## config.mk

```make
export PLATFORM = sky130hd
export DESIGN_NAME = onc_fifo
export DESIGN_NICKNAME = d
export VERILOG_FILES = /design/src/rtl/core/onc_pkg.sv /design/src/rtl/core/onc_fifo.sv
export SDC_FILE = /design/constraint.sdc
export NUM_CORES = 1
export LEC_CHECK = 0
export BUFFER_PORTS_ARGS = -buffer_cell sky130_fd_sc_hd__clkbuf_2
export CAP_MARGIN = 20
export CORE_MARGIN = 4
export CORE_UTILIZATION = 61
export CTS_CLUSTER_DIAMETER = 150
export DETAILED_ROUTE_END_ITERATION = 6
export PLACE_DENSITY = 0.94
export SLEW_MARGIN = 20
export SYNTH_ARGS = -nofsm -noshare
export SYNTH_HDL_FRONTEND = slang
export SYNTH_SLANG_ARGS = --single-unit
```

## constraint.sdc

```tcl
create_clock -name clk -period 9.1 [get_ports clk]
set_input_delay 0.455 -clock clk [delete_from_list [all_inputs] [get_ports clk]]
set_output_delay 0.455 -clock clk [all_outputs]
set_load 0.1 [all_outputs]
```

## src/rtl/core/onc_pkg.sv

```systemverilog
// shared types and constants for the octahedral normal codec
// no dependencies
`default_nettype none

package onc_pkg;

	localparam int unsigned QDEPTH_DEF = 4;

	// square root: radicand is S << 16, root has half the bits
	localparam int unsigned RAD_W  = 48;
	localparam int unsigned ROOT_W = 24;

	// divider lanes
	localparam int unsigned NUM_W     = 38;
	localparam int unsigned DEN_W     = 24;
	localparam int unsigned QUO_W     = 17;
	localparam int unsigned DEC_SHIFT = 22;

	localparam logic [15:0] CODE_MID = 16'h8000;

	typedef enum logic {
		OP_ENCODE = 1'b0,
		OP_DECODE = 1'b1
	} op_t;

	// classified item as held in the queue
	typedef struct packed {
		op_t                op;
		logic               zero;
		logic [17:0]        an;
		logic [17:0]        bn;
		logic [16:0]        len;
		logic signed [16:0] nx;
		logic signed [16:0] ny;
		logic signed [16:0] nz;
	} item_t;

	// sideband carried through the square root pipeline
	typedef struct packed {
		op_t         op;
		logic        zero;
		logic [17:0] an;
		logic [17:0] bn;
		logic [16:0] len;
		logic [15:0] mag_x;
		logic [15:0] mag_y;
		logic [15:0] mag_z;
		logic        neg_x;
		logic        neg_y;
		logic        neg_z;
	} rt_side_t;

	// sideband carried through the divider pipeline
	typedef struct packed {
		op_t  op;
		logic zero;
		logic rzero;
		logic neg_x;
		logic neg_y;
		logic neg_z;
	} dv_side_t;

endpackage

`default_nettype wire

```

## src/rtl/core/onc_fifo.sv

```systemverilog
// short queue between front and back end, register storage
// depends on onc_pkg
`default_nettype none

module onc_fifo import onc_pkg::*; #(
	parameter int unsigned DEPTH = QDEPTH_DEF
) (
	input  logic  clk,
	input  logic  arst_n,
	input  logic  wr,
	input  item_t wr_item,
	output logic  full,
	input  logic  rd,
	output item_t rd_item,
	output logic  empty
);

	localparam int unsigned PW = (DEPTH > 1) ? $clog2(DEPTH) : 1;
	localparam int unsigned CW = $clog2(DEPTH + 1);

	item_t         mem_q [DEPTH];
	logic [PW-1:0] wptr_q, rptr_q;
	logic [CW-1:0] cnt_q;

	assign full    = (cnt_q == CW'(DEPTH));
	assign empty   = (cnt_q == '0);
	assign rd_item = mem_q[rptr_q];

	always_ff @(posedge clk or negedge arst_n) begin
		if (!arst_n) begin
			wptr_q <= '0;
			rptr_q <= '0;
			cnt_q  <= '0;
		end else begin
			if (wr) begin
				wptr_q <= (wptr_q == PW'(DEPTH - 1)) ? '0 : wptr_q + 1'b1;
			end
			if (rd) begin
				rptr_q <= (rptr_q == PW'(DEPTH - 1)) ? '0 : rptr_q + 1'b1;
			end
			if (wr && !rd) begin
				cnt_q <= cnt_q + 1'b1;
			end else if (rd && !wr) begin
				cnt_q <= cnt_q - 1'b1;
			end
		end
	end

	always_ff @(posedge clk) begin
		if (wr) begin
			mem_q[wptr_q] <= wr_item;
		end
	end

	a_no_overflow: assert property (@(posedge clk) disable iff (!arst_n)
		wr |-> !full)
		else $error("queue written while full");
	a_no_underflow: assert property (@(posedge clk) disable iff (!arst_n)
		rd |-> !empty)
		else $error("queue read while empty");
	a_count_step: assert property (@(posedge clk) disable iff (!arst_n)
		(wr && !rd) |=> cnt_q == $past(cnt_q) + 1'b1)
		else $error("queue count missed a write");

endmodule

`default_nettype wire

```

== Word-level counts from Yosys, hierarchy flattened ==
Memories as Yosys holds them, arrays and structs flattened.
Cells that the tools add are included.

* $add $sub $neg: 4
* Equality and inequality tests: 3
* Mux-type cells: 6
* Reduce and logical (&&, ||, !) cells: 6

{| class="wikitable"
|+ Operators with widths
! operator !! count
|-
| $mux W3 || 2
|-
| $add A2 B1 Y2 const B || 2
|-
| $eq A2 B2 Y1 const B || 2
|-
| $mux W2 || 2
|-
| $add A3 B1 Y3 const B || 1
|-
| $eq A3 B3 Y1 const B || 1
|-
| $logic_not A3 Y1 || 1
|-
| $sub A3 B1 Y3 const B || 1
|-
| $logic_and A1 B1 Y1 || 2
|-
| $logic_not A1 Y1 || 2
|-
| $mux W1 || 2
|-
| $reduce_bool A2 Y1 || 1
|}

* Bits in registers: 7
* Bits in writable memories: 424
* Bits of input ports: 110
* Output and inout port bits: 108
* Memories: 1

{| class="wikitable"
|+ Memory list
! name !! words !! bits a word !! rd ports !! clocked after memory_dff !! wr ports !! line !! RTL
|-
| mem_q || 4 || 106 || 1 || 0 || 1 || onc_fifo.sv:21 || <nowiki>item_t mem_q [DEPTH];</nowiki>
|}

== Logic depth before layout (Yosys ltp) ==
* Depth in word-level cells: 4
* Depth in mapped cells: 7
* Gate-level depth less buffers: 7

== Worst setup path before layout ==
No wires, ideal clock.

* Path kind: register to register
* Start point: register wptr_q[0]
* End point: memory mem_q[0][0] (netlist name) (enable)
* Arrival: 3.069 ns
* Required time: 8.623 ns
* Setup slack: 5.555 ns
* Cell stages (with the launch flop): 4
* Buffers on the path: 0
* Path through: dfrtp_1 > inv_1 > ha_1 > and2_1

{| class="wikitable"
|+ RTL lines
! item !! line !! RTL
|-
| start, declared || onc_fifo.sv:22 || <nowiki>logic [PW-1:0] wptr_q, rptr_q;</nowiki>
|-
| start signal, assigned || onc_fifo.sv:36 || <nowiki>wptr_q <= (wptr_q == PW'(DEPTH - 1)) ? '0 : wptr_q + 1'b1;</nowiki>
|-
| end, declared || onc_fifo.sv:21 ||
|}

No word-level cell before the write port.

==> results by stage <==
Cells and area:
- The filler cells instantiated in the layout total between 1000 and 1500.
- In the layout the commonest cells are 424 x edfxtp_1, 217 x clkbuf_2, 106 x mux4_2.
- The finished cells cover approximately 0.018 sq mm.
- The area of the multi-input gates is between 0.002 and 0.003 sq mm.
- The area of all sequential standard cells is ~0.013 sq mm.
- The number of standard cells in the final layout excluding fillers is around 1200.
- The most common cell after layout, fill and taps aside is edfxtp_1.
- At the end of the flow, the number of nets in the layout was between 900 and 1000.
- From synthesis to final layout, the design area changed by 16.8%.
- The ratio of cells with drive above 1 in the final layout is 0.448.

Route:
- Before antenna repair, the detailed router went through 7 iterations.
- The total vias in the final route is ~7300.
- The detail route stage leaves a number of antenna-violating nets equal to 0.
- The overall routed net length is between 30000 and 40000 um.
- Dividing the detail-routed wire length by the instance count gives about 26 um.
- Using the TritonRoute via totals, the vias-per-cell ratio works out to approximately 6.
- The first-iteration detailed-routing DRC count is approximately 930.
- After detailed routing, the number of remaining DRC violations is 0.

Timing:
- The max-slew headroom at the worst pin is 0.348.
- The time the worst path needs with I/O delays and setup is around 3.6 ns.
- The final count of pins violating max slew is 0.
- For the final routed database, the setup TNS stands at 0 ns.
- The final worst-path setup slack is 5.48 ns.
- The count of endpoints failing hold in the final timing report is 0.
- The period utilization is 0.398.
- The maximum clock rate is 276 MHz.
- The final setup skew is approximately 0.012 ns.
- The transition at the pin with the smallest max-transition slack is a little under 1 ns.
- Setup repair after global routing left no endpoint under its margin.
- The final setup violation count is 0.

Floorplanning:
- In this run the count of I/O pins placed on the die edge is 218.
- The die boundary width is about 170 um.
- From bottom edge to top edge, the die measures 168 um.
- The overall die area is about 0.028 sq mm.
- The floorplan step defined a core boundary enclosing roughly 0.025 sq mm.
- For this configuration, the core starts out at a cell density of 0.621.
- In this run the core area contains 58 standard-cell rows.

GRT:
- The first global-routing pass estimated 47600 um of wire.
- The via count of the first global-routing pass is approximately 7700.
- In the global route stage, overall resource usage came out at 0.226.
- The global-route track usage on met2 is 0.389.
- The remaining global-route overflow is 0.
- The initial antenna violation count is 3.
- The largest net degree at the start of global routing is 64.
- For met3 alone, demand over resource in global routing was 0.0510.
- The met1 track utilization from global routing is 0.295.
- The layer flagged by global routing as most heavily used is met2.

Setup path:
- The worst setup path is launched from a flip-flop.
- The required time of the critical path is between 8 and 9 ns.
- The category of cells accounting for the largest share of critical-path delay is buffers and inverters.
- The signal on the critical path passes through buf_4 > mux4_2 > clkbuf_2.
- The largest stage delay on the critical path is a little under 0.9 ns.
- In this run the register-to-register setup slack is 6.48 ns.
- STA puts the critical path data arrival time at ~3.2 ns.
- The critical path contains buffers and inverters numbering 2 combined.
- Along the worst path, the maximum fanout reaches 63.
- The endpoint of the most critical register-to-register path is mem_q[2][95].
- The worst reg2reg path depth is 4.
- The worst setup path is captured at an output pin.
- The slowest stage of the critical path is the dfrtp_4 cell.
- The launch point of the worst reg-to-reg path is wptr_q[0].
- The critical setup path kind is reg -> out.

Clocking:
- The number of cells upsized or downsized after cts is 0.
- The post-CTS repair timing setup buffer count is 0.
- The cell chosen for the clock root is clkbuf_16.
- Clock tree synthesis inserted a total of 40 buffers.
- For the worst-skew pair, the clock arrives at the later sink with an insertion delay of 0.51 ns.
- The clock tree from TritonCTS is done.
- The H-tree was split into 2 levels.
- The maximum buffer depth of the clock tree is 3.
- After clock tree synthesis, the clock-pin slew on the worst setup and hold paths is 0.06 ns.
- The clock net sink count is about 430.

Yosys:
- Counting every net in the synthesized netlist gives about 700.
- The complex-gate fraction of the synthesized area was 0.000639.
- The total of flip-flops plus latches after synthesis is 431.
- The main combinational cell family by area after synthesis is multiplexers.
- Measured against the total synthesized area, the mux share comes to 0.154.
- The adder and majority cell fraction of the synthesized area is 0.00607.
- After synthesis the cells add up to 0.0157 sq mm.
- The synthesized instance count is 591.
- The share of the Yosys chip area taken by registers is 0.823.
- Of the total synthesized cell area, the portion taken by XOR and XNOR cells is 0.00168.
- The Yosys step of the flow raised 0 warnings.
- A synthesized cell averages roughly 27 sq um.
- The simple-gate share of the synthesized area is 0.00359.
- The synthesized netlist contains 20 unique library cells.

Outcome:
- The run finished with clean final reports.

Placed design:
- The worst slack after detailed placement is 6.04 ns.
- Port buffering added about 220 buffers.
- The cell count after placement is ~1100.
- In this run the cell area measured after placement is 0.0171 sq mm.
- After legalization and detailed placement, the total HPWL measured between 15000 and 20000 um.
- The global placer's final weighted congestion is ~0.72.

Flow run:
- Max-cap violations in this run came to 0.

Hold path:
- Counting instances, the worst hold path has a depth of 1.
- For hold timing, the worst endpoint is mem_q[1][82].
- The origin of the worst min-delay path is wr_item[82].
- The worst hold path belongs to the class in -> reg.
[registers in the layout, indices dropped and copies added, names as in the netlist]
| signal | count |
|---|---|
| wptr_q | 2 |
| cnt_q | 3 |
| mem_q | 424 |
| rptr_q | 2 |
[Yosys cell counts]
master | number | area (sq um)
xnor2_1 | 1 | 8.76
edfxtp_1 | 424 | 12700
and2_1 | 4 | 25.0
mux4_2 | 106 | 2390
mux2_2 | 3 | 33.8
ha_1 | 6 | 75.1
buf_2 | 13 | 65.1
xor2_1 | 2 | 17.5
o21ai_0 | 2 | 10.0
fa_1 | 1 | 20.0
inv_1 | 4 | 15.0
buf_6 | 3 | 33.8
clkbuf_1 | 6 | 22.5
nor3_1 | 1 | 5.00
buf_4 | 1 | 7.51
dfrtp_1 | 7 | 175
buf_8 | 1 | 15.0
nand2_1 | 2 | 7.51
nor2_1 | 3 | 11.3
nor3b_1 | 1 | 7.51
[area by class of cell]
cell class / count / share of cell area
Antenna cell: 2 / 0.000273
Clock buffer: 59 / 0.0603
Clock inverter: 12 / 0.00451
Inverter: 4 / 0.000820
Multi-Input combinational cell: 132 / 0.143
Sequential cell: 431 / 0.706
Tap cell: 330 / 0.0226
Timing Repair Buffer: 225 / 0.0628
[through the flow]
step / utilization / hold slack [ns]
after floorplan: - / 0.159
after global placement: 0.677 / 0.304
after detailed placement: 0.677 / 0.308
after CTS: 0.724 / 0.132
after global routing: 0.725 / 0.140
final: 0.725 / 0.159
[worst max path at each step]
stage	start	end	slack, ns	cells past startpoint
finish	rptr_q[1]	rd_item[76]	5.48	3
global route	rptr_q[1]	rd_item[76]	5.34	3
CTS	rptr_q[1]	rd_item[76]	5.45	3
detailed placement	rptr_q[1]	rd_item[75]	6.04	3
global placement	rptr_q[1]	rd_item[18]	6.04	3
floorplan	wptr_q[0]	mem_q[0][0]	5.55	3
[logic make-up after synthesis]
group | after synthesis
xor gates and xnor gates | 3
AOI/OAI and AO/OA | 2
muxes | 109
buffers and inverters | 28
DFF | 431
adders and majority gates | 7
and+or+nand+nor | 11
[layer usage]
layer  vias to the layer above  routed length (um)
met5                         -                  13
met4                         2                 824
met3                        60                2570
met2                       419               17000
met1                      3795               11200
li1                       3045                   -
[timing repair]
item	4_1_cts	5_1_grt
hold buffers	1	0
hold endpoints to repair	7	0
setup endpoints to repair	0	0
Power is not shown: default switching activity piles up to over one toggle a cycle in this logic, so the estimate is an artifact.
