`src/rtl/core/onc_pkg.sv`:
```
// shared types and constants for the octahedral normal codec
// no dependencies
`default_nettype none

package onc_pkg;

	localparam int unsigned QDEPTH_DEF = 4;

	// square root: radicand is S << 16, root has half the bits
	localparam int unsigned RAD_W  = 48;
	localparam int unsigned ROOT_W = 24;

	// divider lanes
	localparam int unsigned NUM_W     = 38;
	localparam int unsigned DEN_W     = 24;
	localparam int unsigned QUO_W     = 17;
	localparam int unsigned DEC_SHIFT = 22;

	localparam logic [15:0] CODE_MID = 16'h8000;

	typedef enum logic {
		OP_ENCODE = 1'b0,
		OP_DECODE = 1'b1
	} op_t;

	// classified item as held in the queue
	typedef struct packed {
		op_t                op;
		logic               zero;
		logic [17:0]        an;
		logic [17:0]        bn;
		logic [16:0]        len;
		logic signed [16:0] nx;
		logic signed [16:0] ny;
		logic signed [16:0] nz;
	} item_t;

	// sideband carried through the square root pipeline
	typedef struct packed {
		op_t         op;
		logic        zero;
		logic [17:0] an;
		logic [17:0] bn;
		logic [16:0] len;
		logic [15:0] mag_x;
		logic [15:0] mag_y;
		logic [15:0] mag_z;
		logic        neg_x;
		logic        neg_y;
		logic        neg_z;
	} rt_side_t;

	// sideband carried through the divider pipeline
	typedef struct packed {
		op_t  op;
		logic zero;
		logic rzero;
		logic neg_x;
		logic neg_y;
		logic neg_z;
	} dv_side_t;

endpackage

`default_nettype wire

```
`src/rtl/core/onc_front.sv`:
```
// front end: input register and classification of encode and decode items
// depends on onc_pkg
`default_nettype none

module onc_front import onc_pkg::*; (
	input  logic               clk,
	input  logic               arst_n,
	input  logic               push,
	output logic               full,
	input  logic               opcode,
	input  logic signed [15:0] norm_x,
	input  logic signed [15:0] norm_y,
	input  logic signed [15:0] norm_z,
	input  logic [15:0]        code_u,
	input  logic [15:0]        code_v,
	input  logic               q_full,
	output logic               q_wr,
	output item_t              q_item
);

	logic               vld_s1;
	op_t                op_s1;
	logic signed [15:0] x_s1, y_s1, z_s1;
	logic [15:0]        cu_s1, cv_s1;
	logic               take;

	logic [16:0]        ax, ay, az, len;
	logic signed [15:0] fx, fy;
	logic [16:0]        fxa, fya;
	logic signed [17:0] fz;
	logic [16:0]        t;

	assign full = vld_s1 && q_full;
	assign take = push && !full;
	assign q_wr = vld_s1 && !q_full;

	always_ff @(posedge clk or negedge arst_n) begin
		if (!arst_n) begin
			vld_s1 <= 1'b0;
		end else begin
			vld_s1 <= take || (vld_s1 && q_full);
		end
	end

	always_ff @(posedge clk) begin
		if (take) begin
			op_s1 <= op_t'(opcode);
			x_s1  <= norm_x;
			y_s1  <= norm_y;
			z_s1  <= norm_z;
			cu_s1 <= code_u;
			cv_s1 <= code_v;
		end
	end

	// encode: L1 length and the folded numerators a+L, b+L
	always_comb begin
		ax  = x_s1[15] ? 17'(-17'(x_s1)) : 17'(x_s1);
		ay  = y_s1[15] ? 17'(-17'(y_s1)) : 17'(y_s1);
		az  = z_s1[15] ? 17'(-17'(z_s1)) : 17'(z_s1);
		len = ax + ay + az;
	end

	// decode: expand to [-1,1], rebuild z and pull x, y back by t
	always_comb begin
		fx  = signed'({~cu_s1[15], cu_s1[14:0]});
		fy  = signed'({~cv_s1[15], cv_s1[14:0]});
		fxa = fx[15] ? 17'(-17'(fx)) : 17'(fx);
		fya = fy[15] ? 17'(-17'(fy)) : 17'(fy);
		fz  = signed'(18'(19'd32768 - 19'(fxa) - 19'(fya)));
		t   = fz[17] ? 17'(-fz) : 17'd0;
	end

	always_comb begin
		q_item.op   = op_s1;
		q_item.zero = (len == 17'd0);
		q_item.len  = len;
		if (!z_s1[15]) begin
			q_item.an = 18'(19'(x_s1) + 19'(len));
			q_item.bn = 18'(19'(y_s1) + 19'(len));
		end else begin
			q_item.an = x_s1[15] ? 18'(ay) : 18'({len, 1'b0}) - 18'(ay);
			q_item.bn = y_s1[15] ? 18'(ax) : 18'({len, 1'b0}) - 18'(ax);
		end
		q_item.nx = fx[15] ? signed'(17'(18'(fx) + 18'(t))) : signed'(17'(18'(fx) - 18'(t)));
		q_item.ny = fy[15] ? signed'(17'(18'(fy) + 18'(t))) : signed'(17'(18'(fy) - 18'(t)));
		q_item.nz = signed'(17'(fz));
	end

endmodule

`default_nettype wire

```
`config.mk`:
```
export PLATFORM = sky130hd
export DESIGN_NAME = onc_front
export DESIGN_NICKNAME = d
export VERILOG_FILES = /design/src/rtl/core/onc_pkg.sv /design/src/rtl/core/onc_front.sv
export SDC_FILE = /design/constraint.sdc
export NUM_CORES = 1
export LEC_CHECK = 0
export BUFFER_PORTS_ARGS = -buffer_cell sky130_fd_sc_hd__buf_2
export CAP_MARGIN = 25
export CORE_AREA = 3 3 234 236
export DETAILED_ROUTE_END_ITERATION = 16
export DIE_AREA = 0 0 237 239
export GPL_TIMING_DRIVEN = 1
export REMOVE_ABC_BUFFERS = 1
export SYNTH_ARGS = -nofsm -noshare
export SYNTH_HDL_FRONTEND = slang
export SYNTH_SLANG_ARGS = --single-unit
```
`constraint.sdc`:
```
create_clock -name clk -period 9.2 [get_ports clk]
set_input_delay 0.92 -clock clk [delete_from_list [all_inputs] [get_ports clk]]
set_output_delay 0.92 -clock clk [all_outputs]
set_load 0.1 [all_outputs]
```
# After elaboration in Yosys (flattened, before gate mapping)
# Cells that the tools add are included.
dict set report totals {
  ff_bits 82
  wordCells 45
}
dict set report op_classes {
  addsub 18
  n_mux 11
  bitwise_logic 2
  n_reduce_logical 7
}
# operator count
set op_table {}
lappend op_table {{17-bit 2-to-1 mux} 8}
lappend op_table {{16-bit negator with 17-bit output} 5}
lappend op_table {{17-bit adder} 4}
lappend op_table {{16-bit by 18-bit adder with 18-bit output} 2}
lappend op_table {{18-bit 2-to-1 mux} 2}
lappend op_table {{36-bit 2-to-1 mux} 1}
lappend op_table {{18-bit by 17-bit subtractor with 18-bit output} 2}
lappend op_table {{17-bit subtractor} 2}
lappend op_table {{16-bit by 17-bit subtractor with 18-bit output (first input constant)} 1}
lappend op_table {{18-bit subtractor} 1}
lappend op_table {{17-bit zero test} 1}
lappend op_table {{17-bit negator} 1}
lappend op_table {{1-bit logical AND} 3}
lappend op_table {{1-bit zero test} 2}
lappend op_table {{1-bit inverter} 2}
lappend op_table {{1-bit logical OR} 1}

# Depth between registers and ports, before layout
# Gate-level depths: netlist (run 1).
dict set report depth {
  depth_word 9
  depth_mapped 32
}

# Worst setup path before layout (run 1)
# Ideal clock, no wire load.
dict set report synth_path {
  kind {flip-flop to output port}
  from {register x_s1[15]}
  to {output port q_item[84] in the netlist's numbering}
  t_arrival_ps 9549
  required_time_ps 8280
  setup_slack_ps -1269
  path_stages_with_launch 18
  n_path_buf 2
  cell_sequence {edfxtp_1 > clkbuf_1 > clkbuf_1 > o21ai_0 > fa_1 > ha_1 > fa_1 > a21oi_1 > o21bai_1 > a21oi_1 > o21ai_0 > a2111oi_0 > nor2_1 > xnor2_1 > ha_1 > a31oi_1 > xor2_1 > o311ai_0}
}
# element line
set synth_rtl {}
lappend synth_rtl {{start: declaration} onc_front.sv:23} ;# logic signed [15:0] x_s1, y_s1, z_s1;
lappend synth_rtl {{start signal: assignment} onc_front.sv:48} ;# x_s1 <= norm_x;
lappend synth_rtl {{end: declaration} onc_front.sv:18} ;# output item_t q_item

==> results.tsv, run 1 <==
metric	value	unit
arrival	7.78	ns
worstReg2RegStart	vld_s1	
globalRouteTotalUtil	15.0	%
synth_flop_cell	edfxtp_1	
crit_slowest_cell	edfxtp_1	
final.period_utilization	94.6	%
dieArea	56600	sq um
drive_gt1_share	16.7	%
clk_latency	0.39	ns
syn_to_final_growth	18.8	%
hpwlAfterDp	35400	um
wl_per_cell	18.5	um
finalWirelength	43300	um
cts.path.max_buffers	2	
rr_worst_depth	3	
grt_pass1_wl	65800	um
cts_root_buf	clkbuf_16	
cp.required	8.28	ns
dpl_cell_area	14100	sq um
path_buf_inv	2	
crit_fanout	11	
fmaxAchievable	115	MHz
synth-warning-count	0	
portBuffers	192	
drtAntennaViolNets	0	
cp-end-kind	output pin	
outcome	completed	
htreeDepth	3	
dr.first_iter.drc_count	764	
final_cell_area	14400	sq um
core_area	52700	sq um
max_stage_delay	0.47	ns
timing.rr.end	cu_s1[13]	
clk_pin_slew	0.08	ns
ys_async_sr_fraction	1.22	%
num_vias	11800	
rsz0062_at_grt	no	
fin_hold_ws	0.288	ns
initial_utilization	23.1	%
via_per_inst	5.03	
die_y	239	um
rrSetupSlack	6.80	ns
syn_area	12100	sq um
synthDistinctLibCells	92	
grt_max_degree	59	
grt_overflow_total	0	
fin_crit	8.70	ns
ys_seq_area_share	20.2	%
netlist_instances	1451	
drt_drc_violations_left	0	
critPathMostFrequentCell	ha_1	
first_pass_iters	5	
cts_made_buffers	9	
setup_viol	0	
cp_top_family	simple AND/OR/NAND/NOR gates	
worst_pin_slew	0.887	ns
hold_path_class	in -> async	
max_slew_margin	40.0	%
die_width	237	um
io_pins	193	
crit_type	reg -> out	
synth_edf_count	81	
hold_viol	0	
gp_congestion	0.907	
ys_ff_latch	82	
cts_sinks	82	
drv_cap	0	
fin_nets	1903	
rows	84	
antenna_found_initial	6	
cts_tree	yes	
grt_pass1_vias	11600	
startpoint_type	flip-flop	
finalClockSkew	0.0136	ns
synth.avg_cell_area	8.37	sq um
drv_slew	0	
-- synthesized netlist by cell type (all sizes together), types with 5 or more instances --
cell type / count / area share, %
a2111oi: 5 / 0.36
a211o: 10 / 0.74
a211oi: 20 / 1.5
a21boi: 6 / 0.37
a21o: 28 / 1.8
a21oi: 97 / 4.0
a31o: 6 / 0.43
a31oi: 25 / 1.3
and2: 13 / 0.67
and3: 15 / 0.82
buf: 6 / 0.22
clkbuf: 28 / 0.95
edfxtp: 81 / 20
fa: 24 / 4.0
ha: 151 / 16
inv: 83 / 2.6
nand2: 102 / 3.2
nand2b: 18 / 0.93
nand3: 30 / 1.3
nand4: 5 / 0.26
nor2: 135 / 4.2
nor2b: 24 / 1.2
nor3: 51 / 2.2
nor3b: 5 / 0.31
nor4: 14 / 0.77
nor4b: 7 / 0.61
o211ai: 20 / 1.3
o21a: 16 / 0.99
o21ai: 98 / 4.1
o21bai: 8 / 0.49
o31ai: 19 / 1.2
o41ai: 5 / 0.36
or2: 10 / 0.52
or3: 16 / 0.82
or4: 10 / 0.65
xnor2: 131 / 9.4
xor2: 61 / 4.5
-- sequential cells by signal, indices dropped and copies added (netlist names) --
name / flops
cu_s1: 16
cv_s1: 16
x_s1: 16
vld_s1: 1
z_s1: 16
y_s1: 16
op_s1: 1
-- timing repair --
item                       4_1_cts  5_1_grt
buffers inserted                 0        2
hold buffers                     0        0
setup endpoints to repair        0        5
resized for setup                0        5
-- routing by layer --
metal,GRT usage (%),wire (um),vias up
met4,3.15,709,8
met1,18.3,18000,5612
li1,-,-,5719
met5,0,54,-
met2,26.9,21600,377
met3,3.37,2910,49
-- logic make-up (layout without fill, tap and decap cells) --
logic type | after synthesis | in the layout | synth area share (%)
xor+xnor | 193 | 193 | 14.1
compound gates | 407 | 407 | 22.4
mux | 7 | 7 | 0.618
other cells | 1 | 6 | 0.0309
buf+inv | 120 | 314 | 3.88
simple gates | 466 | 466 | 19.2
fa+ha+maj | 175 | 175 | 19.5
flops | 82 | 82 | 20.2
-- stage by stage --
| step | util (%) | setup slack [ns] | TNS (ns) | std cells |
|---|---|---|---|---|
| floorplan | - | -2.20 | -11.04 | 1419 |
| global placement | 26.7 | 0.792 | 0 | 2317 |
| detailed placement | 26.7 | 0.730 | 0 | 2318 |
| CTS | 27.3 | 0.246 | 0 | 2334 |
| global route | 27.4 | 0.0217 | 0 | 2336 |
| finish | 27.4 | 0.496 | 0 | 2338 |
-- worst max path at each step --
stage	startpoint	endpoint	slack, ns	cells after the start
global placement	cv_s1[2]	q_item[50]	0.79	30
detailed placement	cv_s1[2]	q_item[50]	0.73	30
global route	cv_s1[2]	q_item[50]	0.02	30
finish	cv_s1[2]	q_item[50]	0.50	30
floorplan	z_s1[15]	q_item[84]	-2.20	18
CTS	cv_s1[2]	q_item[50]	0.25	30
-- cell usage in the layout (no fill, tap or decap), types with 23 or more instances in the layout --
cell,n
a31oi_1,25
nor2b_1,23
a21o_1,26
xnor2_1,131
nor3_1,50
o21ai_0,93
xor2_1,60
fa_1,24
nor2_1,135
nand2_1,102
buf_2,186
nand3_1,29
ha_1,151
edfxtp_1,81
inv_1,83
a21oi_1,97
-- area by class of cell --
type	count	area, sq um
Fill cell	5624	38200
Inverter	85	319
Clock buffer	10	229
Timing Repair Buffer	213	1210
Clock inverter	6	90.1
Multi-Input combinational cell	1252	9260
Sequential cell	82	2460
Tap cell	688	861
Antenna cell	2	5.00
Power of run 1 is left out: the tool's default activity adds up to more than one toggle a clock period on the data nets, which glitch-free logic cannot reach.
==> run 2: changes to the inputs <==
--- a/config.mk
+++ b/config.mk
@@ -5,7 +5,7 @@
 export SDC_FILE = /design/constraint.sdc
 export NUM_CORES = 1
 export LEC_CHECK = 0
-export BUFFER_PORTS_ARGS = -buffer_cell sky130_fd_sc_hd__buf_2
+export BUFFER_PORTS_ARGS = -buffer_cell sky130_fd_sc_hd__buf_4
 export CAP_MARGIN = 25
 export CORE_AREA = 3 3 234 236
 export DETAILED_ROUTE_END_ITERATION = 16
==> results.tsv, run 2 (synthesis gave the netlist of run 1 again) <==
metric	value	unit
outcome	completed	
drtAntennaViolNets	0	
crit_type	reg -> out	
startpoint_type	flip-flop	
clk_latency	0.39	ns
use_met3	3.40	%
portBuffers	192	
cts_sinks	82	
die_width	237	um
io_pins	193	
layout_commonest_cell	buf_4	
first_pass_iters	5	
fin_crit	8.72	ns
finalClockSkew	0.0144	ns
hold_path_class	in -> async	
worst_pin_slew	0.886	ns
hpwlAfterDp	35500	um
arrival	7.80	ns
rsz0062_at_grt	no	
num_vias	11700	
critPathMostFrequentCell	ha_1	
core_area	52700	sq um
ctsHoldBuffers	0	
initial_utilization	23.1	%
post_cts_buffers	0	
cp.required	8.28	ns
dieArea	56600	sq um
final.setup.tns	0	ns
syn_to_final_growth	21.4	%
setup_viol	0	
worstReg2RegStart	vld_s1	
finalWirelength	43200	um
grt-busiest-layer	met2	
drv_slew	0	
cts_tree	yes	
crit_slowest_cell	edfxtp_1	
grt_pass1_vias	11700	
antenna_found_initial	4	
dr.first_iter.drc_count	749	
drive_gt1_share	16.7	%
cp-end-kind	output pin	
cp_top_family	simple AND/OR/NAND/NOR gates	
path_buf_inv	2	
crit_start	cv_s1[2]	
htreeDepth	3	
grt_max_degree	59	
rows	84	
globalRouteTotalUtil	15.1	%
via_per_inst	5.01	
hold_viol	0	
drv_cap	0	
max_stage_delay	0.47	ns
gp_congestion	0.941	
wl_per_cell	18.5	um
die_y	239	um
cts_root_buf	clkbuf_16	
mostFrequentLayoutCells	buf_4 (208), ha_1 (151), nor2_1 (135)	
fin_nets	1900	
final.period_utilization	94.7	%
fmaxAchievable	115	MHz
max_slew_margin	40.1	%
crit_fanout	12	
clk_pin_slew	0.08	ns
cts_made_buffers	9	
grt_pass1_wl	66300	um
grt_use_met1	18.0	%
cts.path.max_buffers	2	
drt_drc_violations_left	0	
grt_overflow_total	0	
use_met2	27.5	%
-- run 2: cell types whose count changed in the layout (fill, tap and decap cells not counted), sizes merged --
cell	before	now
buf	212	209
bufinv	2	0
clkbuf	10	12
clkdlybuf4s18	1	0
clkinv	3	5
diode	2	1
inv	84	83
-- run 2: final cells by class --
class	count	area, sq um
timing repair buffer	210	1580
fill	5585	37900
tap	688	861
clock inverter	5	41.3
clock buffer	11	233
antenna	1	2.50
inverter	85	319
multi-input combinational	1252	9260
sequential	82	2460
-- run 2: metal layers --
layer / vias to the layer above / part of all wire [%]
met5: - / 0.095
met4: 6 / 1.7
met3: 49 / 6.1
met2: 371 / 51
met1: 5555 / 41
li1: 5722 / -
-- run 2: final timing paths --
| path | endpoint | slack, ns | cells after the start |
|---|---|---|---|
| min in group clk | vld_s1 | 0.69 | 2 |
| max in group asynchronous | vld_s1 | 8.84 | 1 |
| setup reg to reg | y_s1[4] | 6.80 | 3 |
| setup / recovery | q_item[50] | 0.48 | 30 |
| hold / removal | vld_s1 | 0.28 | 1 |
| hold reg to reg | vld_s1 | 0.69 | 2 |
-- run 2: metrics by stage --
step / setup slack [ns] / hold slack, ns / instance area, sq um / utilization (%) / cells
final: 0.484 / 0.284 / 14800 / 28.0 / 2334
after global routing: 0.0193 / 0.243 / 14700 / 28.0 / 2333
after CTS: 0.111 / 0.242 / 14700 / 27.9 / 2332
after detailed placement: 0.608 / 0.674 / 14400 / 27.4 / 2316
after global placement: 0.832 / 0.665 / 14400 / 27.4 / 2316
after floorplan: -2.20 / 0.624 / 12000 / - / 1419
-- run 2: timing repair --
action	4_1_cts	5_1_grt
endpoints found under the hold margin	0	0
setup endpoints to repair	0	5
gates resized for setup	0	8
Power of run 2 is left out for the same reason.
